**src/rtl/core/pwm_duty_measure_and_regenerate_core_macros.svh**
```systemverilog
// Assertion macros for the PWM duty measure core.
// Included by files that carry concurrent checks; no other dependencies.
`ifndef PWM_DUTY_MEASURE_AND_REGENERATE_CORE_MACROS_SVH
`define PWM_DUTY_MEASURE_AND_REGENERATE_CORE_MACROS_SVH

`ifndef SYNTHESIS
`define PDMR_ASSERT_IMPL(label, clk, rst_n, ante, cons) \
    label: assert property (@(posedge clk) disable iff (!rst_n) (ante) |-> (cons)) \
        else $error("pdmr check failed");
`define PDMR_ASSERT_NEXT(label, clk, rst_n, ante, cons) \
    label: assert property (@(posedge clk) disable iff (!rst_n) (ante) |=> (cons)) \
        else $error("pdmr check failed");
`else
`define PDMR_ASSERT_IMPL(label, clk, rst_n, ante, cons)
`define PDMR_ASSERT_NEXT(label, clk, rst_n, ante, cons)
`endif

`endif

```
**src/rtl/core/pdmr_pkg.sv**
```systemverilog
// Shared types and constants for the PWM duty measure core.
// No dependencies.
`timescale 1ns / 1ps

package pdmr_pkg;

    localparam int TIME_BITS    = 24;
    localparam int WINDOW_BITS  = 13;
    localparam int SUM_BITS     = WINDOW_BITS + 7;
    localparam int DUTY_BITS    = 8;
    localparam int PCT_BITS     = 7;
    localparam int PROD_BITS    = TIME_BITS + PCT_BITS;
    localparam int Q_BITS       = 9;
    localparam int STEP_BITS    = 4;
    localparam int CFG_IDX_BITS = 2;
    localparam int CFG_BITS     = TIME_BITS;

    localparam logic [TIME_BITS-1:0]   TIME_MAX   = {TIME_BITS{1'b1}};
    localparam logic [WINDOW_BITS-1:0] WINDOW_MAX = WINDOW_BITS'(1) << (WINDOW_BITS - 1);
    localparam logic [DUTY_BITS-1:0]   DUTY_FULL  = {DUTY_BITS{1'b1}};
    localparam logic [TIME_BITS-1:0]   PCT_SCALE  = TIME_BITS'(100);

    localparam logic [STEP_BITS-1:0] PCT_STEPS = STEP_BITS'(PCT_BITS);
    localparam logic [STEP_BITS-1:0] SCL_STEPS = STEP_BITS'(Q_BITS);
    localparam logic [STEP_BITS-1:0] AVG_STEPS = STEP_BITS'(DUTY_BITS);

    localparam logic [DUTY_BITS-1:0]   FLOOR_RST   = DUTY_BITS'(2);
    localparam logic [DUTY_BITS-1:0]   CEILING_RST = DUTY_BITS'(245);
    localparam logic [WINDOW_BITS-1:0] WINDOW_RST  = WINDOW_BITS'(512);
    localparam logic [TIME_BITS-1:0]   TIMEOUT_RST = TIME_BITS'(393216);

    typedef enum logic [CFG_IDX_BITS-1:0] {
        CFG_FLOOR   = 2'd0,
        CFG_CEILING = 2'd1,
        CFG_WINDOW  = 2'd2,
        CFG_TIMEOUT = 2'd3
    } t_cfg_idx;

    typedef enum logic [2:0] {
        S_IDLE,
        S_PCT_LD,
        S_PCT,
        S_SCL_LD,
        S_SCL,
        S_AVG_LD,
        S_AVG,
        S_FINISH
    } t_state;

    typedef struct packed {
        logic                 start;
        logic [TIME_BITS-1:0] rem;
        logic [Q_BITS-1:0]    low;
        logic [TIME_BITS-1:0] divisor;
        logic [STEP_BITS-1:0] steps;
    } t_div_req;

    typedef struct packed {
        logic              busy;
        logic              done;
        logic [Q_BITS-1:0] quotient;
    } t_div_rsp;

endpackage

```
**src/rtl/core/pdmr_div.sv**
```systemverilog
// Bit-serial restoring divider, one quotient bit per cycle.
// Depends on pdmr_pkg.
`timescale 1ns / 1ps

module pdmr_div import pdmr_pkg::*; (
    input  logic     i_clk,
    input  logic     i_rst_n,
    input  t_div_req i_req,
    output t_div_rsp o_rsp
);

    logic [TIME_BITS-1:0] r_rem;
    logic [Q_BITS-1:0]    r_low;
    logic [TIME_BITS-1:0] r_div;
    logic [Q_BITS-1:0]    r_quo;
    logic [STEP_BITS-1:0] r_cnt;
    logic                 r_busy;
    logic                 r_done;

    logic [TIME_BITS:0]   w_trial;
    logic [TIME_BITS+1:0] w_diff;
    logic                 w_take;

    assign w_trial = {r_rem, r_low[Q_BITS-1]};
    assign w_diff  = {1'b0, w_trial} - {2'b00, r_div};
    assign w_take  = !w_diff[TIME_BITS+1];

    always_ff @(posedge i_clk) begin
        if (!i_rst_n) begin
            r_busy <= 1'b0;
            r_done <= 1'b0;
            r_cnt  <= '0;
        end else begin
            r_done <= 1'b0;
            if (i_req.start) begin
                r_busy <= 1'b1;
                r_cnt  <= i_req.steps;
            end else if (r_busy) begin
                r_cnt <= r_cnt - STEP_BITS'(1);
                if (r_cnt == STEP_BITS'(1)) begin
                    r_busy <= 1'b0;
                    r_done <= 1'b1;
                end
            end
        end
    end

    always_ff @(posedge i_clk) begin
        if (i_req.start) begin
            r_rem <= i_req.rem;
            r_low <= i_req.low;
            r_div <= i_req.divisor;
            r_quo <= '0;
        end else if (r_busy) begin
            r_rem <= w_take ? w_diff[TIME_BITS-1:0] : w_trial[TIME_BITS-1:0];
            r_low <= {r_low[Q_BITS-2:0], 1'b0};
            r_quo <= {r_quo[Q_BITS-2:0], w_take};
        end
    end

    assign o_rsp.busy     = r_busy;
    assign o_rsp.done     = r_done;
    assign o_rsp.quotient = r_quo;

endmodule

```
**src/rtl/core/pwm_duty_measure_and_regenerate_core.sv**
```systemverilog
// Top level of the PWM duty measure and regenerate core: sequencer, state, output stage.
// Depends on pdmr_pkg, pdmr_div and the assertion macro header.
//
//  channel   dir  beat fields (low bit up)
//  s_axis    in   tdata[0] pin_level
//  m_axis    out  tdata[7:0] duty_value, [8] drive_enable, [9] duty_updated
//  cfg       in   index 0 floor, 1 ceiling, 2 window, 3 timeout; data low bits
//
// A tick without a closing rising edge goes from S_IDLE straight to S_FINISH.
// A closing edge runs the shared serial divider twice (7 and 9 bits); when
// the window fills, a third 8-bit average divide follows.
// Reset is synchronous, active low; config is held at its default values.
// m_axis has its own register, so a new sample is taken while a result waits.
`timescale 1ns / 1ps

`include "pwm_duty_measure_and_regenerate_core_macros.svh"

module pwm_duty_measure_and_regenerate_core import pdmr_pkg::*; (
    input  logic                    i_clk,
    input  logic                    i_rst_n,
    input  logic                    i_s_axis_tvalid,
    output logic                    o_s_axis_tready,
    input  logic [7:0]              i_s_axis_tdata,   // [0] pin_level
    output logic                    o_m_axis_tvalid,
    input  logic                    i_m_axis_tready,
    output logic [15:0]             o_m_axis_tdata,   // [7:0] duty_value, [8] drive_enable,
                                                      // [9] duty_updated
    input  logic                    i_cfg_valid,
    output logic                    o_cfg_ready,
    input  logic [CFG_IDX_BITS-1:0] i_cfg_index,
    input  logic [CFG_BITS-1:0]     i_cfg_data
);

    t_state r_state, n_state;

    logic [DUTY_BITS-1:0]   r_floor;
    logic [DUTY_BITS-1:0]   r_ceil;
    logic [WINDOW_BITS-1:0] r_window;
    logic [TIME_BITS-1:0]   r_timeout;

    logic                   r_last;
    logic                   r_armed;
    logic                   r_lae;
    logic [TIME_BITS-1:0]   r_elapsed;
    logic [TIME_BITS-1:0]   r_high;
    logic [SUM_BITS-1:0]    r_sum;
    logic [WINDOW_BITS-1:0] r_counted;
    logic [DUTY_BITS-1:0]   r_held;
    logic                   r_pulses;
    logic                   r_drive;
    logic                   r_upd;
    logic [PCT_BITS-1:0]    r_pct;

    logic                   r_m_valid;
    logic [DUTY_BITS-1:0]   r_m_duty;
    logic                   r_m_drive;
    logic                   r_m_upd;

    t_div_req w_req;
    t_div_rsp w_rsp;

    logic                   w_in_acc;
    logic                   w_lvl;
    logic                   w_close;
    logic [TIME_BITS-1:0]   w_el_inc;
    logic [WINDOW_BITS-1:0] w_win;
    logic [WINDOW_BITS-1:0] w_cnt_inc;
    logic [PROD_BITS-1:0]   w_high_x;
    logic [PROD_BITS-1:0]   w_prod;
    logic [DUTY_BITS-1:0]   w_q8;
    logic [DUTY_BITS-1:0]   w_avg_duty;
    logic                   w_out_free;
    logic                   w_load_out;
    logic                   w_to;
    logic                   w_pulses_n;
    logic                   w_force;
    logic                   w_turn_on;
    logic                   w_turn_off;
    logic                   w_drive_n;
    logic [DUTY_BITS-1:0]   w_held_n;
    logic                   w_div_wait;
    logic                   w_div_free;

    pdmr_div u_div (
        .i_clk   (i_clk),
        .i_rst_n (i_rst_n),
        .i_req   (w_req),
        .o_rsp   (w_rsp)
    );

    // config
    assign o_cfg_ready = i_rst_n;

    always_ff @(posedge i_clk) begin
        if (!i_rst_n) begin
            r_floor   <= FLOOR_RST;
            r_ceil    <= CEILING_RST;
            r_window  <= WINDOW_RST;
            r_timeout <= TIMEOUT_RST;
        end else if (i_cfg_valid && o_cfg_ready) begin
            case (t_cfg_idx'(i_cfg_index))
                CFG_FLOOR:   r_floor   <= i_cfg_data[DUTY_BITS-1:0];
                CFG_CEILING: r_ceil    <= i_cfg_data[DUTY_BITS-1:0];
                CFG_WINDOW:  r_window  <= i_cfg_data[WINDOW_BITS-1:0];
                CFG_TIMEOUT: r_timeout <= i_cfg_data[TIME_BITS-1:0];
                default: ;
            endcase
        end
    end

    always_comb begin
        if (r_window == '0) begin
            w_win = WINDOW_BITS'(1);
        end else if (r_window > WINDOW_MAX) begin
            w_win = WINDOW_MAX;
        end else begin
            w_win = r_window;
        end
    end

    // tick front end
    assign w_in_acc  = i_s_axis_tvalid && o_s_axis_tready;
    assign w_lvl     = i_s_axis_tdata[0];
    assign w_close   = w_lvl && !r_last && r_armed;
    assign w_el_inc  = (r_elapsed == TIME_MAX) ? r_elapsed : r_elapsed + TIME_BITS'(1);
    assign w_cnt_inc = r_counted + WINDOW_BITS'(1);

    // on * 100 by shift and add
    assign w_high_x = {{PCT_BITS{1'b0}}, r_high};
    assign w_prod   = (w_high_x << 6) + (w_high_x << 5) + (w_high_x << 2);

    assign w_q8 = w_rsp.quotient[Q_BITS-1] ? DUTY_FULL : w_rsp.quotient[DUTY_BITS-1:0];

    always_comb begin
        if (w_q8 < r_floor) begin
            w_avg_duty = '0;
        end else if (w_q8 >= r_ceil) begin
            w_avg_duty = DUTY_FULL;
        end else begin
            w_avg_duty = w_q8;
        end
    end

    // drive decision at the end of a tick
    assign w_out_free = !r_m_valid || i_m_axis_tready;
    assign w_to       = r_elapsed >= r_timeout;
    assign w_pulses_n = r_pulses && !w_to;
    assign w_force    = r_last && r_lae && w_to;
    assign w_turn_on  = !r_drive && (r_held > r_floor) && w_pulses_n;
    assign w_turn_off = r_drive && ((r_held <= r_floor) || !w_pulses_n);
    assign w_drive_n  = w_force || w_turn_on || (r_drive && !w_turn_off);
    assign w_held_n   = w_force ? DUTY_FULL : r_held;

    // sequencer
    always_ff @(posedge i_clk) begin
        if (!i_rst_n) begin
            r_state <= S_IDLE;
        end else begin
            r_state <= n_state;
        end
    end

    always_comb begin
        n_state = r_state;
        case (r_state)
            S_IDLE: begin
                if (w_in_acc) begin
                    n_state = w_close ? S_PCT_LD : S_FINISH;
                end
            end
            S_PCT_LD: n_state = S_PCT;
            S_PCT: begin
                if (w_rsp.done) begin
                    n_state = S_SCL_LD;
                end
            end
            S_SCL_LD: n_state = S_SCL;
            S_SCL: begin
                if (w_rsp.done) begin
                    n_state = (w_cnt_inc >= w_win) ? S_AVG_LD : S_FINISH;
                end
            end
            S_AVG_LD: n_state = S_AVG;
            S_AVG: begin
                if (w_rsp.done) begin
                    n_state = S_FINISH;
                end
            end
            S_FINISH: begin
                if (w_out_free) begin
                    n_state = S_IDLE;
                end
            end
            default: n_state = S_IDLE;
        endcase
    end

    always_comb begin
        o_s_axis_tready = 1'b0;
        w_load_out      = 1'b0;
        w_req           = '0;
        case (r_state)
            S_IDLE: o_s_axis_tready = i_rst_n;
            S_PCT_LD: begin
                w_req.start   = 1'b1;
                w_req.rem     = w_prod[PROD_BITS-1:PCT_BITS];
                w_req.low     = {w_prod[PCT_BITS-1:0], 2'b00};
                w_req.divisor = (r_elapsed == '0) ? TIME_BITS'(1) : r_elapsed;
                w_req.steps   = PCT_STEPS;
            end
            S_SCL_LD: begin
                w_req.start   = 1'b1;
                w_req.rem     = TIME_BITS'(r_pct[PCT_BITS-1:1]);
                w_req.low     = {r_pct[0], 8'h00};
                w_req.divisor = PCT_SCALE;
                w_req.steps   = SCL_STEPS;
            end
            S_AVG_LD: begin
                w_req.start   = 1'b1;
                w_req.rem     = TIME_BITS'(r_sum[SUM_BITS-1:DUTY_BITS]);
                w_req.low     = {r_sum[DUTY_BITS-1:0], 1'b0};
                w_req.divisor = TIME_BITS'(r_counted);
                w_req.steps   = AVG_STEPS;
            end
            S_FINISH: w_load_out = w_out_free;
            default: ;
        endcase
    end

    // measurement state
    always_ff @(posedge i_clk) begin
        if (!i_rst_n) begin
            r_last    <= 1'b0;
            r_armed   <= 1'b0;
            r_lae     <= 1'b0;
            r_elapsed <= '0;
            r_high    <= '0;
            r_sum     <= '0;
            r_counted <= '0;
            r_held    <= '0;
            r_pulses  <= 1'b0;
            r_drive   <= 1'b1;
            r_upd     <= 1'b0;
        end else begin
            case (r_state)
                S_IDLE: begin
                    if (w_in_acc) begin
                        r_upd     <= 1'b0;
                        r_last    <= w_lvl;
                        r_elapsed <= w_el_inc;
                        if (w_lvl != r_last) begin
                            r_lae <= w_lvl;
                            if (w_lvl) begin
                                r_armed <= !r_armed;
                                if (!r_armed) begin
                                    r_elapsed <= '0;
                                    r_high    <= '0;
                                end
                            end else if (r_armed) begin
                                r_high <= w_el_inc;
                            end
                        end
                    end
                end
                S_SCL: begin
                    if (w_rsp.done) begin
                        r_sum     <= r_sum + SUM_BITS'(w_q8);
                        r_counted <= w_cnt_inc;
                    end
                end
                S_AVG: begin
                    if (w_rsp.done) begin
                        r_held    <= w_avg_duty;
                        r_pulses  <= 1'b1;
                        r_sum     <= '0;
                        r_counted <= '0;
                        r_upd     <= 1'b1;
                    end
                end
                S_FINISH: begin
                    if (w_out_free) begin
                        r_pulses <= w_pulses_n;
                        r_drive  <= w_drive_n;
                        r_held   <= w_held_n;
                        if (!w_force && !w_turn_on && w_turn_off) begin
                            r_sum     <= '0;
                            r_counted <= '0;
                        end
                    end
                end
                default: ;
            endcase
        end
    end

    always_ff @(posedge i_clk) begin
        if (r_state == S_PCT && w_rsp.done) begin
            r_pct <= w_rsp.quotient[PCT_BITS-1:0];
        end
    end

    // output stage
    always_ff @(posedge i_clk) begin
        if (!i_rst_n) begin
            r_m_valid <= 1'b0;
        end else if (w_load_out) begin
            r_m_valid <= 1'b1;
        end else if (i_m_axis_tready) begin
            r_m_valid <= 1'b0;
        end
    end

    always_ff @(posedge i_clk) begin
        if (w_load_out) begin
            r_m_duty  <= w_held_n;
            r_m_drive <= w_drive_n;
            r_m_upd   <= r_upd;
        end
    end

    assign o_m_axis_tvalid = r_m_valid;
    assign o_m_axis_tdata  = {6'b000000, r_m_upd, r_m_drive, r_m_duty};

    assign w_div_wait = (r_state == S_PCT) || (r_state == S_SCL) || (r_state == S_AVG);
    assign w_div_free = (r_state == S_IDLE) || (r_state == S_FINISH);

    `PDMR_ASSERT_IMPL(a_done_in_wait, i_clk, i_rst_n, w_rsp.done, w_div_wait)
    `PDMR_ASSERT_IMPL(a_div_idle_at_end, i_clk, i_rst_n, w_div_free, !w_rsp.busy)
    `PDMR_ASSERT_NEXT(a_accept_leaves_idle, i_clk, i_rst_n, w_in_acc, r_state != S_IDLE)

endmodule
```
**config.mk**
```make
export PLATFORM = sky130hd
export DESIGN_NAME = pwm_duty_measure_and_regenerate_core
export DESIGN_NICKNAME = d
export VERILOG_FILES = /design/src/rtl/core/pdmr_pkg.sv /design/src/rtl/core/pdmr_div.sv /design/src/rtl/core/pwm_duty_measure_and_regenerate_core.sv
export VERILOG_INCLUDE_DIRS = /design/src /design/src/rtl/core
export SDC_FILE = /design/constraint.sdc
export NUM_CORES = 1
export LEC_CHECK = 0
export ABC_CLOCK_PERIOD_IN_PS = 4350
export BUFFER_PORTS_ARGS = -buffer_cell sky130_fd_sc_hd__buf_4
export CAP_MARGIN = 20
export CORE_UTILIZATION = 40
export CTS_BUF_LIST = sky130_fd_sc_hd__clkbuf_8 sky130_fd_sc_hd__clkbuf_16
export DETAILED_ROUTE_END_ITERATION = 10
export HOLD_SLACK_MARGIN = 0.08
export PLACE_DENSITY = 0.59
export SLEW_MARGIN = 20
export SYNTH_ARGS = -nofsm -noshare
export SYNTH_HDL_FRONTEND = slang
export SYNTH_SLANG_ARGS = --single-unit
```
**constraint.sdc**
```tcl
create_clock -name i_clk -period 4.35 [get_ports i_clk]
set_input_delay 0.6525 -clock i_clk [delete_from_list [all_inputs] [get_ports i_clk]]
set_output_delay 0.6525 -clock i_clk [all_outputs]
set_load 0.1 [all_outputs]
```
# After elaboration in Yosys (flattened, before gate mapping)
# Index checks and enable logic that the tools add are counted.
[word_totals]
memories = 0
out_inout_bits = 19
ramBits = 0
latchBits = 0
regBits = 241
rom_bits = 0
[op_classes]
addsub = 7
div_mod_pow = 0
magnitude_cmp = 7
multipliers = 0
muxes = 56
reduce_logical = 52
shifts = 0
bitwise = 2
n_eq_ne = 20
[ops]
columns = ["op", "n"]
rows = [
  ["24-bit 2-to-1 mux", 11],
  ["62-bit one-hot mux with 3 select lines", 1],
  ["20-bit 2-to-1 mux", 4],
  ["13-bit 2-to-1 mux", 6],
  ["20-bit one-hot mux with 3 select lines", 1],
  ["8-bit 2-to-1 mux", 6],
  ["13-bit one-hot mux with 3 select lines", 1],
  ["30-bit by 29-bit adder with 31-bit output", 1],
  ["31-bit by 26-bit adder with 31-bit output", 1],
  ["25-bit by 24-bit subtractor with 26-bit output", 1],
  ["24-bit by 1-bit adder with 24-bit output (second input constant)", 1],
  ["24-bit equality test (second input constant)", 1],
  ["24-bit >= comparator", 1],
  ["24-bit logical NOT", 1],
  ["3-bit one-hot mux with 8 select lines", 1],
  ["20-bit by 8-bit adder with 20-bit output", 1],
  ["3-bit 2-to-1 mux", 6],
  ["9-bit 2-to-1 mux", 2],
  ["8-bit one-hot mux with 2 select lines", 1],
  ["5-bit AND reduction", 3],
  ["1-bit logical AND", 14],
  ["13-bit by 1-bit adder with 13-bit output (second input constant)", 1],
  ["13-bit >= comparator", 1],
  ["13-bit greater-than comparator (second input constant)", 1],
  ["30 further kinds", 76],
]

# Logic depth before layout (Yosys ltp)
# Gate-level depths: netlist of run 1.
[logic_depth]
ltp_word = 10
mapped_depth = 15

# Hierarchy
# From an unflattened synthesis of run 1, not the netlist that was laid out.
[hier_totals]
cells_unflattened = 1828
area_unflattened_um2 = 16040.4
[modules_own_cells]
columns = ["mod", "area_per_inst_um2", "n_inst", "cells_each"]
rows = [
  ["pwm_duty_measure_and_regenerate_core", 11687.5, 1, 1419],
  ["pdmr_div", 4352.9, 1, 409],
]

# Worst setup path after synthesis of run 1
# No wires, ideal clock.
[synth_path]
path_type = "input -> register"
from = "in i_rst_n"
to = "reg r_high[0]"
t_arrival_ns = 5.539
stages = 9
t_required_ns = 4.222
path_slack_ns = -1.317
cell_sequence = "buf_2 > inv_1 > nor4_1 > nand2_1 > nor2_1 > nand2_1 > clkbuf_1 > a22oi_1 > nor2_1"
[synth_via]
elab_chain_cells = 3
[synth_lines]
columns = ["item", "line", "text"]
rows = [
  ["start, declared", "pwm_duty_measure_and_regenerate_core.sv:20", "input logic i_rst_n,"],
  ["1-bit 2-to-1 mux", "pwm_duty_measure_and_regenerate_core.sv:202", "case (r_state)"],
  ["net o_s_axis_tready", "pwm_duty_measure_and_regenerate_core.sv:22", "output logic o_s_axis_tready,"],
  ["1-bit logical AND", "pwm_duty_measure_and_regenerate_core.sv:122", "assign w_in_acc = i_s_axis_tvalid && o_s_axis_tready;"],
  ["5-bit AND reduction (no source line)", "n/a", ""],
  ["end signal, assigned", "pwm_duty_measure_and_regenerate_core.sv:260", "r_high <= w_el_inc;"],
  ["end, declared", "pwm_duty_measure_and_regenerate_core.sv:45", "logic [TIME_BITS-1:0] r_high;"],
]
# The timed path passes the listed nets, and every way through them passes these cells.
# A chain may end at the register's enable or synchronous reset.

# Worst setup path after layout of run 1
[layout_path]
from = "reg r_high[4]"
to = "reg u_div.r_rem[21], data pin"
[layout_via]
elab_chain_cells = 4
[layout_lines]
columns = ["item", "line", "text"]
rows = [
  ["30-bit by 29-bit adder with 31-bit output", "pwm_duty_measure_and_regenerate_core.sv:130", "assign w_prod = (w_high_x << 6) + (w_high_x << 5) + (w_high_x << 2);"],
  ["31-bit by 26-bit adder with 31-bit output (*)", "pwm_duty_measure_and_regenerate_core.sv:130", ""],
  ["62-bit one-hot mux with 3 select lines (*)", "pwm_duty_measure_and_regenerate_core.sv:202", ""],
  ["24-bit 2-to-1 mux (*)", "pdmr_div.sv:49", "if (i_req.start) begin"],
  ["end signal, assigned", "pdmr_div.sv:50", "r_rem <= i_req.rem;"],
  ["end signal, assigned", "pdmr_div.sv:55", "r_rem <= w_take ? w_diff[TIME_BITS-1:0] : w_trial[TIME_BITS-1:0];"],
  ["end, declared", "pdmr_div.sv:12", "logic [TIME_BITS-1:0] r_rem;"],
]
# Every way passes the cells marked *; elsewhere a longest branch is shown, timed or not.

==> results of run 1 <==
[logic make-up (layout without fill, tap and decap cells)]
| group | count (synthesis) | in the layout | share of synthesized area (%) |
|---|---|---|---|
| simple gates | 635 | 635 | 19.2 |
| compound gates | 475 | 475 | 19.3 |
| flops | 240 | 240 | 35.4 |
| buf+inv | 222 | 229 | 5.85 |
| fa+ha+maj | 149 | 149 | 13.0 |
| xor+xnor | 71 | 71 | 3.97 |
| mux | 52 | 52 | 3.33 |
| other cells | 1 | 6 | 0.0240 |
[metal layers]
layer  global-route usage, %  wire length (um)  vias to the layer above
met4                    6.45               983                        0
met3                    2.30              1770                       62
met1                    29.0             19700                     6107
li1                        -                 -                     6520
met5                       0                 0                        -
met2                    33.5             18700                      282
[cell usage in the layout, fill, tap and decap left out, drive strengths merged, types with 7 or more instances in the layout]
cell,count
mux2i,51
edfxtp,73
nor4,8
a31oi,10
a21o,27
nand3,53
o211ai,17
a21oi,170
buf,65
a22oi,22
o21ai,102
nand2,236
xor2,26
a211oi,14
nand4b,9
nor3,36
nand4,25
nand2b,11
o22ai,20
clkbuf,30
nand3b,9
nor2b,15
dfxtp,167
ha,126
nor2,150
and3,21
clkinv,7
inv,121
o21bai,7
o21a,17
and2,23
fa,23
xnor2,45
or2,20
o31ai,8
[cells in the mapped netlist, types with 9 or more instances]
| cell type | instances |
|---|---|
| nand4b_1 | 9 |
| nor3_1 | 36 |
| dfxtp_1 | 167 |
| nor2b_1 | 15 |
| xor2_1 | 26 |
| edfxtp_1 | 73 |
| nand2_1 | 236 |
| inv_1 | 116 |
| nand3b_1 | 9 |
| nor2_1 | 150 |
| mux2i_1 | 51 |
| buf_4 | 11 |
| a21oi_1 | 170 |
| xnor2_1 | 45 |
| and3_1 | 19 |
| nand2b_1 | 11 |
| nand4_1 | 25 |
| fa_1 | 23 |
| o22ai_1 | 20 |
| buf_2 | 20 |
| nand3_1 | 52 |
| o21a_1 | 17 |
| o211ai_1 | 17 |
| a211oi_1 | 12 |
| o21ai_0 | 94 |
| a31oi_1 | 9 |
| or2_2 | 20 |
| ha_1 | 126 |
| a21o_1 | 26 |
| a22oi_1 | 22 |
| and2_1 | 23 |
| clkbuf_1 | 65 |
[cell type report]
class                      instances  area, sq um
clock buffer                      30          717
clock inverter                    18          223
tap                              518          648
fill                            3766        21400
sequential                       240         5540
multi-input combinational       1388         9240
timing repair buffer              65          488
inverter                         116          438
[power by group]
| group | leakage, nW | switching, mW | internal (mW) |
|---|---|---|---|
| combinational | 4.39 | 0.529 | 0.314 |
| sequential | 2.03 | 0.0576 | 2.40 |
| clock | 0.480 | 0.939 | 1.48 |
| total | 6.90 | 1.53 | 4.19 |
[worst min-delay path, cell delays in order]
cell	delay (ps)
buf_4	80
nand2_1	40
o211ai_1	70
[worst paths after layout]
| check | startpoint | to | slack [ps] |
|---|---|---|---|
| hold / removal | i_cfg_data[17] | r_timeout[17]$_SDFFE_PN1P_ | 330 |
| setup reg to reg | r_high[4]$_SDFFE_PN0P_ | u_div.r_rem[21]$_DFFE_PP_ | 660 |
| setup / recovery | r_high[4]$_SDFFE_PN0P_ | u_div.r_rem[21]$_DFFE_PP_ | 660 |
| hold reg to reg | r_timeout[2]$_SDFFE_PN0P_ | r_timeout[2]$_SDFFE_PN0P_ | 450 |
[per-stage QoR]
step | utilization (%) | instance area (sq um)
2_1_floorplan | - | 15700
3_3_place_gp | 42.3 | 16300
3_5_place_dp | 42.3 | 16300
4_1_cts | 44.7 | 17300
5_1_grt | 44.7 | 17300
6_report | 44.7 | 17300
[registers in the layout, indices dropped and copies added, names as in the netlist, 3 cells and up]
| signal | count |
|---|---|
| r_elapsed | 24 |
| r_high | 24 |
| r_timeout | 24 |
| u_div.r_div | 24 |
| u_div.r_rem | 24 |
| r_sum | 20 |
| r_counted | 13 |
| r_window | 13 |
| u_div.r_quo | 9 |
| r_ceil | 8 |
| r_floor | 8 |
| r_held | 8 |
| r_m_duty | 8 |
| u_div.r_low | 8 |
| r_pct | 7 |
| u_div.r_cnt | 4 |
| r_state | 3 |
==> impl_metrics.env, run 1 <==
export IMPL_worstPathArrival_ps=3990
export IMPL_rsz0062_at_grt="false"
export IMPL_grt_pass1_wl_mm=66.1
export IMPL_hold_worst_slack_ps=331
export IMPL_dr_first_iter_drc_count=838
export IMPL_slew_headroom_pct=35.6
export IMPL_dieWidth_um=200
export IMPL_post_cts_resized=0
export IMPL_ant_nets=0
export IMPL_wire_per_inst_um=17.3
export IMPL_ys_flop_type="dfxtp_1"
export IMPL_viasPerCell=5.46
export IMPL_synth_area_sq_um=15600
export IMPL_power_density_nw_per_um2=331
export IMPL_yosysSeqAreaShare_pct=35.4
export IMPL_globalRoute_totalOverflow=0
export IMPL_synth_cells=1845
export IMPL_yosysUniqueCellTypes=86
export IMPL_clk_pin_slew_worst_paths_ps=60
export IMPL_synth_edff_count=73
export IMPL_clockRootBuffer="clkbuf_16"
export IMPL_synth_ff_latch_count=240
export IMPL_status="completed"
export IMPL_hpwl_mm=30.5
export IMPL_numCtsBuffers=26
export IMPL_synth_area_leader_cell="dfxtp_1"
export IMPL_vias=12971
export IMPL_synth_top_cell_area_share_pct=21.4
export IMPL_dp_cells=2327
export IMPL_dieArea_sq_um=39900
export IMPL_fin_tns_setup_ps=0
export IMPL_wl_mm=41.1
export IMPL_p_leak_nw=6.90
export IMPL_io_pins=58
export IMPL_grtUsageTotal_pct=20.8
export IMPL_min_period_ps=3690
export IMPL_antenna_cells=0
export IMPL_cp_num_buf_inv=0
export IMPL_path_max_fanout=4
export IMPL_maxCapViolations=0
export IMPL_post_cts_setup_buffers=0
export IMPL_cpPeakStageDelay_ps=460
export IMPL_rows=72
export IMPL_worst_r2r_path_depth=11
export IMPL_netlist_top_cells_area="dfxtp_1, edfxtp_1, ha_1"
export IMPL_max_freq_ghz=0.271
export IMPL_path_cells="fa_1, ha_1, fa_1, a211oi_1, o21ai_0, nand3_1, a211oi_1, o31a_1, o21ai_1, mux2i_1, a311o_1"
export IMPL_power_total_mw=5.71
export IMPL_hold_viol_final=0
export IMPL_grt_pass1_vias=12267
export IMPL_hold_buffers=0
export IMPL_cp_start_kind="flip-flop"
export IMPL_layout_cells_non_filler=2375
export IMPL_post_route_period_util_pct=84.9
export IMPL_critPathTopFamily="compound AO/OA/AOI/OAI gates"
export IMPL_fin_ws_ps=655
export IMPL_skew_ps=12.4
export IMPL_ir_drop_mv=0.236
export IMPL_hp_class="in2reg"
export IMPL_syn_avg_cell_area_sq_um=8.48
export IMPL_min_path_cells=3
export IMPL_floorplan_core_area_sq_um=38600
export IMPL_ys_warn_count=0
export IMPL_pre_cts_slack_ps=667
export IMPL_cp_num_cells=11
export IMPL_tightestPinTransition_ps=957
export IMPL_start_util_pct=40.5
export IMPL_cp_end_kind="flip-flop"
export IMPL_drc=0
export IMPL_grt_max_degree=72
export IMPL_port_buffers=44
export IMPL_finalMaxSlewViolations=0
export IMPL_cts_sinks=240
export IMPL_drive_gt1_share_pct=8.35
export IMPL_grt_antenna_before_repair=0
export IMPL_dr_pass1_iters=5
export IMPL_synth_async_reset_ratio_pct=0
export IMPL_tritoncts="done"
export IMPL_critical_path_class="reg2reg"
export IMPL_fp_dieH_um=200
export IMPL_clockBufferDepth=3
export IMPL_htreeDepth=1
export IMPL_fin_nets=2025
export IMPL_insertion_delay_ps=550
export IMPL_setup_viol=0
export IMPL_cp_required_ps=4640
export IMPL_syn2layout_area_growth_pct=10.5
export IMPL_slowest_stage="fa_1"
export IMPL_gp_congestion=0.868
No activity file was read; power rests on OpenSTA's default activity.
==> run 2, diff against run 1 <==
- ABC_AREA: unset -> 1
- ABC_CLOCK_PERIOD_IN_PS: 4350 -> 3200
- PLACE_DENSITY: 0.59 -> 0.61
- clock period: 4.35 -> 3.2 ns (I/O delays scaled with it)
==> run 2 against run 1 <==
Compared with the run above: clock power grew 39%; die area is essentially flat; design area grew 1.5%; fmax grew 24%; routed wire length is essentially flat; sequential share of layout area shrank 0.45 points; first-iteration DRC count shrank 13%.
==> impl_metrics.env, run 2 <==
export IMPL_numCtsBuffers=27
export IMPL_fillers=3922
export IMPL_worstPathArrival_ps=3300
export IMPL_status="completed"
export IMPL_synth_edff_count=73
export IMPL_hpwl_mm=31.4
export IMPL_cp_required_ps=3500
export IMPL_grt_pass1_wl_mm=66.3
export IMPL_synth_async_reset_ratio_pct=0
export IMPL_dp_cells=2634
export IMPL_rows=72
export IMPL_synth_ff_latch_count=240
export IMPL_hp_class="in2reg"
export IMPL_setup_viol=0
export IMPL_insertion_delay_ps=560
export IMPL_multiInputGateArea_sq_um=8790
export IMPL_critical_path_class="reg2reg"
export IMPL_fp_dieH_um=200
export IMPL_path_max_fanout=4
export IMPL_ir_drop_mv=0.444
export IMPL_ant_nets=0
export IMPL_slew_headroom_pct=30.1
export IMPL_yosysSeqAreaShare_pct=35.4
export IMPL_r2r_start="r_high[0]$_SDFFE_PN0P_"
export IMPL_fin_nets=2333
export IMPL_wl_mm=41.1
export IMPL_grtUsageTotal_pct=20.7
export IMPL_ys_top_cells_by_count="nand2_1, inv_1, a21oi_1, dfxtp_1, nor2_1"
export IMPL_clk_pin_slew_worst_paths_ps=60
export IMPL_cp_start_kind="flip-flop"
export IMPL_clockBufferDepth=3
export IMPL_synth_most_common_cell="nand2_1"
export IMPL_hold_buffers=0
export IMPL_cp_end_kind="flip-flop"
export IMPL_layout_cells_non_filler=2684
export IMPL_drive_gt1_share_pct=8.54
export IMPL_grt_max_degree=92
export IMPL_use_met1_pct=28.4
export IMPL_tritoncts="done"
export IMPL_globalRoute_totalOverflow=0
export IMPL_synth_top_cell_area_share_pct=21.4
export IMPL_cts_sinks=240
export IMPL_htreeDepth=1
export IMPL_seqCellArea_sq_um=5540
export IMPL_mostFrequentLayoutCell="nand2_1"
export IMPL_finalMaxSlewViolations=0
export IMPL_netlist_top_cells_area="dfxtp_1, edfxtp_1, nand2_1"
export IMPL_syn_avg_cell_area_sq_um=7.43
export IMPL_clockRootBuffer="clkbuf_16"
export IMPL_yosysUniqueCellTypes=58
export IMPL_viasPerCell=5.14
export IMPL_crit_path_start="r_high[0]$_SDFFE_PN0P_"
export IMPL_maxCapViolations=0
export IMPL_synth_area_sq_um=15600
export IMPL_floorplan_core_area_sq_um=38600
export IMPL_worst_r2r_path_depth=14
export IMPL_vias=13800
export IMPL_grt_busiest_layer="met2"
export IMPL_layout_common_cells="nand2_1, inv_1, a21oi_1, dfxtp_1, nor2_1"
export IMPL_gr_usage_met2_pct=34.2
export IMPL_post_cts_resized=0
export IMPL_drc=0
export IMPL_ys_flop_type="dfxtp_1"
export IMPL_min_path_cells=3
export IMPL_post_cts_setup_buffers=0
export IMPL_power_density_nw_per_um2=731
export IMPL_p_leak_nw=7.75
export IMPL_wire_per_inst_um=15.3
export IMPL_rsz0062_at_grt="true"
export IMPL_max_freq_ghz=0.334
export IMPL_start_util_pct=40.5
export IMPL_hp_start="i_cfg_data[17]"
export IMPL_synth_cells=2105
export IMPL_synth_area_leader_cell="dfxtp_1"
export IMPL_grt_pass1_vias=12928
export IMPL_dieWidth_um=200
export IMPL_syn2layout_area_growth_pct=12.1
export IMPL_post_route_period_util_pct=93.5
export IMPL_antenna_cells=0
export IMPL_tightestPinTransition_ps=1050
export IMPL_min_period_ps=2990
export IMPL_dieArea_sq_um=39900
export IMPL_grt_met3_usage_pct=1.88
export IMPL_hold_viol_final=0
export IMPL_port_buffers=44
export IMPL_skew_ps=12.8
export IMPL_io_pins=58
export IMPL_gp_congestion=0.888
export IMPL_grt_antenna_before_repair=0
export IMPL_fin_tns_setup_ps=0
export IMPL_ys_warn_count=0
export IMPL_dr_first_iter_drc_count=730
export IMPL_dr_pass1_iters=5
run 2: final cells by class:
type | count | share of cell area [%]
multi-input cells | 1527 | 50.1
flip-flops and latches | 240 | 31.6
inverters | 275 | 5.89
clock buffers | 29 | 4.01
well taps | 518 | 3.70
repair buffers | 74 | 3.24
clock inverters | 21 | 1.44
run 2: worst max-delay path: stages, from the launching register on:
cell,delay [ps]
dfxtp_2,350
fa_1,480
ha_1,240
fa_1,410
nand3_1,90
nand2_1,70
a21boi_1,170
inv_1,80
nand2_1,60
nand2_1,120
a21oi_2,200
o21bai_1,90
or2_2,270
nand3_1,70
nand2_1,60
run 2: where the power goes:
group / total [mW] / internal, mW / switching [mW]
sequential: 4.21 / 3.94 / 0.264
clock: 3.36 / 2.06 / 1.30
combinational: 5.25 / 1.86 / 3.39
total: 12.8 / 7.86 / 4.95
run 2: worst paths after layout:
| kind | slack [ps] | end |
|---|---|---|
| worst max-delay path | 210 | u_div.r_rem[17]$_DFFE_PP_ |
| worst min-delay path | 150 | r_timeout[17]$_SDFFE_PN1P_ |
| worst max register to register | 210 | u_div.r_rem[17]$_DFFE_PP_ |
| worst min register to register | 430 | r_pct[3]$_DFFE_PP_ |
run 2: routing by layer:
| metal | wire (um) | share of wire (%) | up-vias |
|---|---|---|---|
| met3 | 1520 | 3.7 | 66 |
| met1 | 19900 | 48 | 6400 |
| met5 | 0 | 0 | - |
| met2 | 18700 | 45 | 237 |
| li1 | - | - | 7097 |
| met4 | 1040 | 2.5 | 0 |
run 2: kinds of logic (layout without fill, tap and decap cells):
family	count (synthesis)	after routing	share of synthesized area, %
simple gates	866	866	23.9
compound gates	458	458	16.2
buf+inv	343	399	8.61
flops	240	240	35.4
fa+ha+maj	149	149	13.0
xor+xnor	48	48	2.83
other cells	1	6	0.0240
run 2: per-stage QoR:
step	setup WS (ps)	area, sq um	hold slack, ps	power (mW)	util, %
global placement	153	16600	414	9.38	42.9
finish	209	17500	148	12.8	45.4
CTS	109	17500	123	12.9	45.3
floorplan	261	15700	408	8.14	-
detailed placement	114	16600	419	9.49	42.9
global route	-43.4	17500	139	13.8	45.4
==> run 3, diff against run 2 <==
- ABC_AREA: 1 -> 0
- ABC_CLOCK_PERIOD_IN_PS: 3200 -> 3130
- PLACE_DENSITY: 0.61 -> 0.59
- clock period: 3.2 -> 3.13 ns (I/O delays scaled with it)
==> run 3 against run 2 <==
Compared with the run above: the run now ends with setup timing left; flip-flop and latch count stayed put; sequential power is 19% lower; non-clock buffer count is 107 higher; fmax is 5.1% lower; design area is 5.3% higher.
==> impl_metrics.env, run 3 (synthesis results as in run 1) <==
export IMPL_vias=13482
export IMPL_dieWidth_um=200
export IMPL_power_frac_comb_pct=16.2
export IMPL_critical_path_class="reg2reg"
export IMPL_fin_tns_setup_ps=-21.9
export IMPL_cp_start_kind="flip-flop"
export IMPL_setup_viol=1
export IMPL_dr_first_iter_drc_count=774
export IMPL_crit_path_start="r_high[0]$_SDFFE_PN0P_"
export IMPL_tightestPinTransition_ps=846
export IMPL_grt_antenna_before_repair=0
export IMPL_sw_frac_of_total_pct=27.1
export IMPL_io_pins=58
export IMPL_violations="setup timing"
export IMPL_maxCapViolations=0
export IMPL_hp_class="in2reg"
export IMPL_ant_nets=0
export IMPL_rsz0062_at_grt="true"
export IMPL_tritoncts="done"
export IMPL_hold_worst_slack_ps=153
export IMPL_port_buffers=44
export IMPL_insertion_delay_ps=550
export IMPL_min_period_ps=3150
export IMPL_grt_max_degree=64
export IMPL_antenna_cells=0
export IMPL_grt_pass1_wl_mm=68.4
export IMPL_dpl_cell_area_sq_um=17200
export IMPL_power_density_nw_per_um2=421
export IMPL_fp_dieH_um=200
export IMPL_mostFrequentLayoutCell="nand2_1"
export IMPL_viasPerCell=5.41
export IMPL_cp_end_kind="flip-flop"
export IMPL_fin_ws_ps=-21.9
export IMPL_cp_required_ps=3420
export IMPL_start_util_pct=40.5
export IMPL_clk_pin_slew_worst_paths_ps=70
export IMPL_r2r_slack_ps=-20
export IMPL_ir_drop_mv=0.355
export IMPL_floorplan_core_area_sq_um=38600
export IMPL_wire_per_inst_um=17.2
export IMPL_worstPathArrival_ps=3440
export IMPL_finalMaxSlewViolations=0
export IMPL_hpwl_mm=32.0
export IMPL_power_switching_mw=2.11
export IMPL_share_seq_of_total_power_pct=43.7
export IMPL_skew_ps=16.4
export IMPL_slew_headroom_pct=43.5
export IMPL_htreeDepth=1
export IMPL_r2r_start="r_high[0]$_SDFFE_PN0P_"
export IMPL_pre_cts_slack_ps=-162
export IMPL_worst_r2r_endpoint="u_div.r_rem[21]$_DFFE_PP_"
export IMPL_drive_gt1_share_pct=16.6
export IMPL_p_leak_nw=7.53
export IMPL_fin_area_sq_um=18500
export IMPL_grt_pass1_vias=13124
export IMPL_fin_nets=2141
export IMPL_hold_viol_final=0
export IMPL_fin_util_pct=47.8
export IMPL_dp_cells=2436
export IMPL_clockRootBuffer="clkbuf_16"
export IMPL_wl_mm=42.9
export IMPL_numCtsBuffers=26
export IMPL_max_freq_ghz=0.317
export IMPL_cts_sinks=240
export IMPL_path_max_fanout=3
export IMPL_drc=0
export IMPL_dr_pass1_iters=5
export IMPL_layout_cells_non_filler=2491
export IMPL_crit_end="u_div.r_rem[21]$_DFFE_PP_"
export IMPL_post_route_period_util_pct=101
export IMPL_clockPowerShare_pct=40.1
export IMPL_hp_start="i_cfg_data[9]"
export IMPL_internal_power_mw=5.67
export IMPL_clockBufferDepth=3
export IMPL_worst_r2r_path_depth=11
export IMPL_status="finished, violations left"
export IMPL_gp_congestion=0.882
export IMPL_syn2layout_area_growth_pct=18.1
export IMPL_rows=72
export IMPL_grtUsageTotal_pct=21.5
export IMPL_globalRoute_totalOverflow=0
export IMPL_power_total_mw=7.78
export IMPL_layout_common_cells="nand2_1, buf_4, a21oi_1, dfxtp_1, nor2_1"
export IMPL_dieArea_sq_um=39900
-- run 3: routing by layer --
layer  vias up  part of all wire [%]  global-route usage, %
met5         -                     0                      0
met4         0                   1.9                   5.77
met3        54                   4.4                   2.39
met2       265                    46                   35.3
met1      6406                    48                   30.0
li1       6757                     -                      -
-- run 3: what timing repair did --
action,CTS,global route
hold buffers,0,0
pin swaps,4,39
setup endpoints to repair,8,37
resized for setup,19,59
hold endpoints to repair,0,0
setup buffers,0,7
-- run 3: cell type report --
type                       count  area (sq um)
fill                        3707         20200
multi-input combinational   1388          9550
sequential                   240          5560
timing repair buffer         181          1400
clock buffer                  34           795
tap                          518           648
inverter                     116           437
clock inverter                14          83.8
-- run 3: power by group through the flow --
stage	clock [mW]	sequential [mW]	combinational [mW]
floorplan	0	3.44	0.881
global placement	0	3.47	1.22
detailed placement	0	3.47	1.24
CTS	3.20	3.40	1.25
global route	3.30	3.41	1.39
finish	3.12	3.40	1.26
-- run 3: how the worst min path moves through the flow --
stage,to,slack (ps),depth (start not counted)
finish,r_window[9]$_SDFFE_PN1P_,150,3
global route,r_timeout[18]$_SDFFE_PN1P_,170,3
CTS,r_window[9]$_SDFFE_PN1P_,130,3
detailed placement,r_m_upd$_DFFE_PP_,430,0
global placement,r_m_upd$_DFFE_PP_,430,0
floorplan,r_m_upd$_DFFE_PP_,410,0
-- run 3: critical path, cell delays in order (launching register included) --
cell and delay [ps]:
dfxtp_2 330, fa_1 480, ha_2 200, fa_2 420
a211oi_4 290, o21ai_2 110, nand3_2 90, a211oi_2 80
o31a_1 350, o21ai_2 180, mux2i_1 90, a311o_1 270
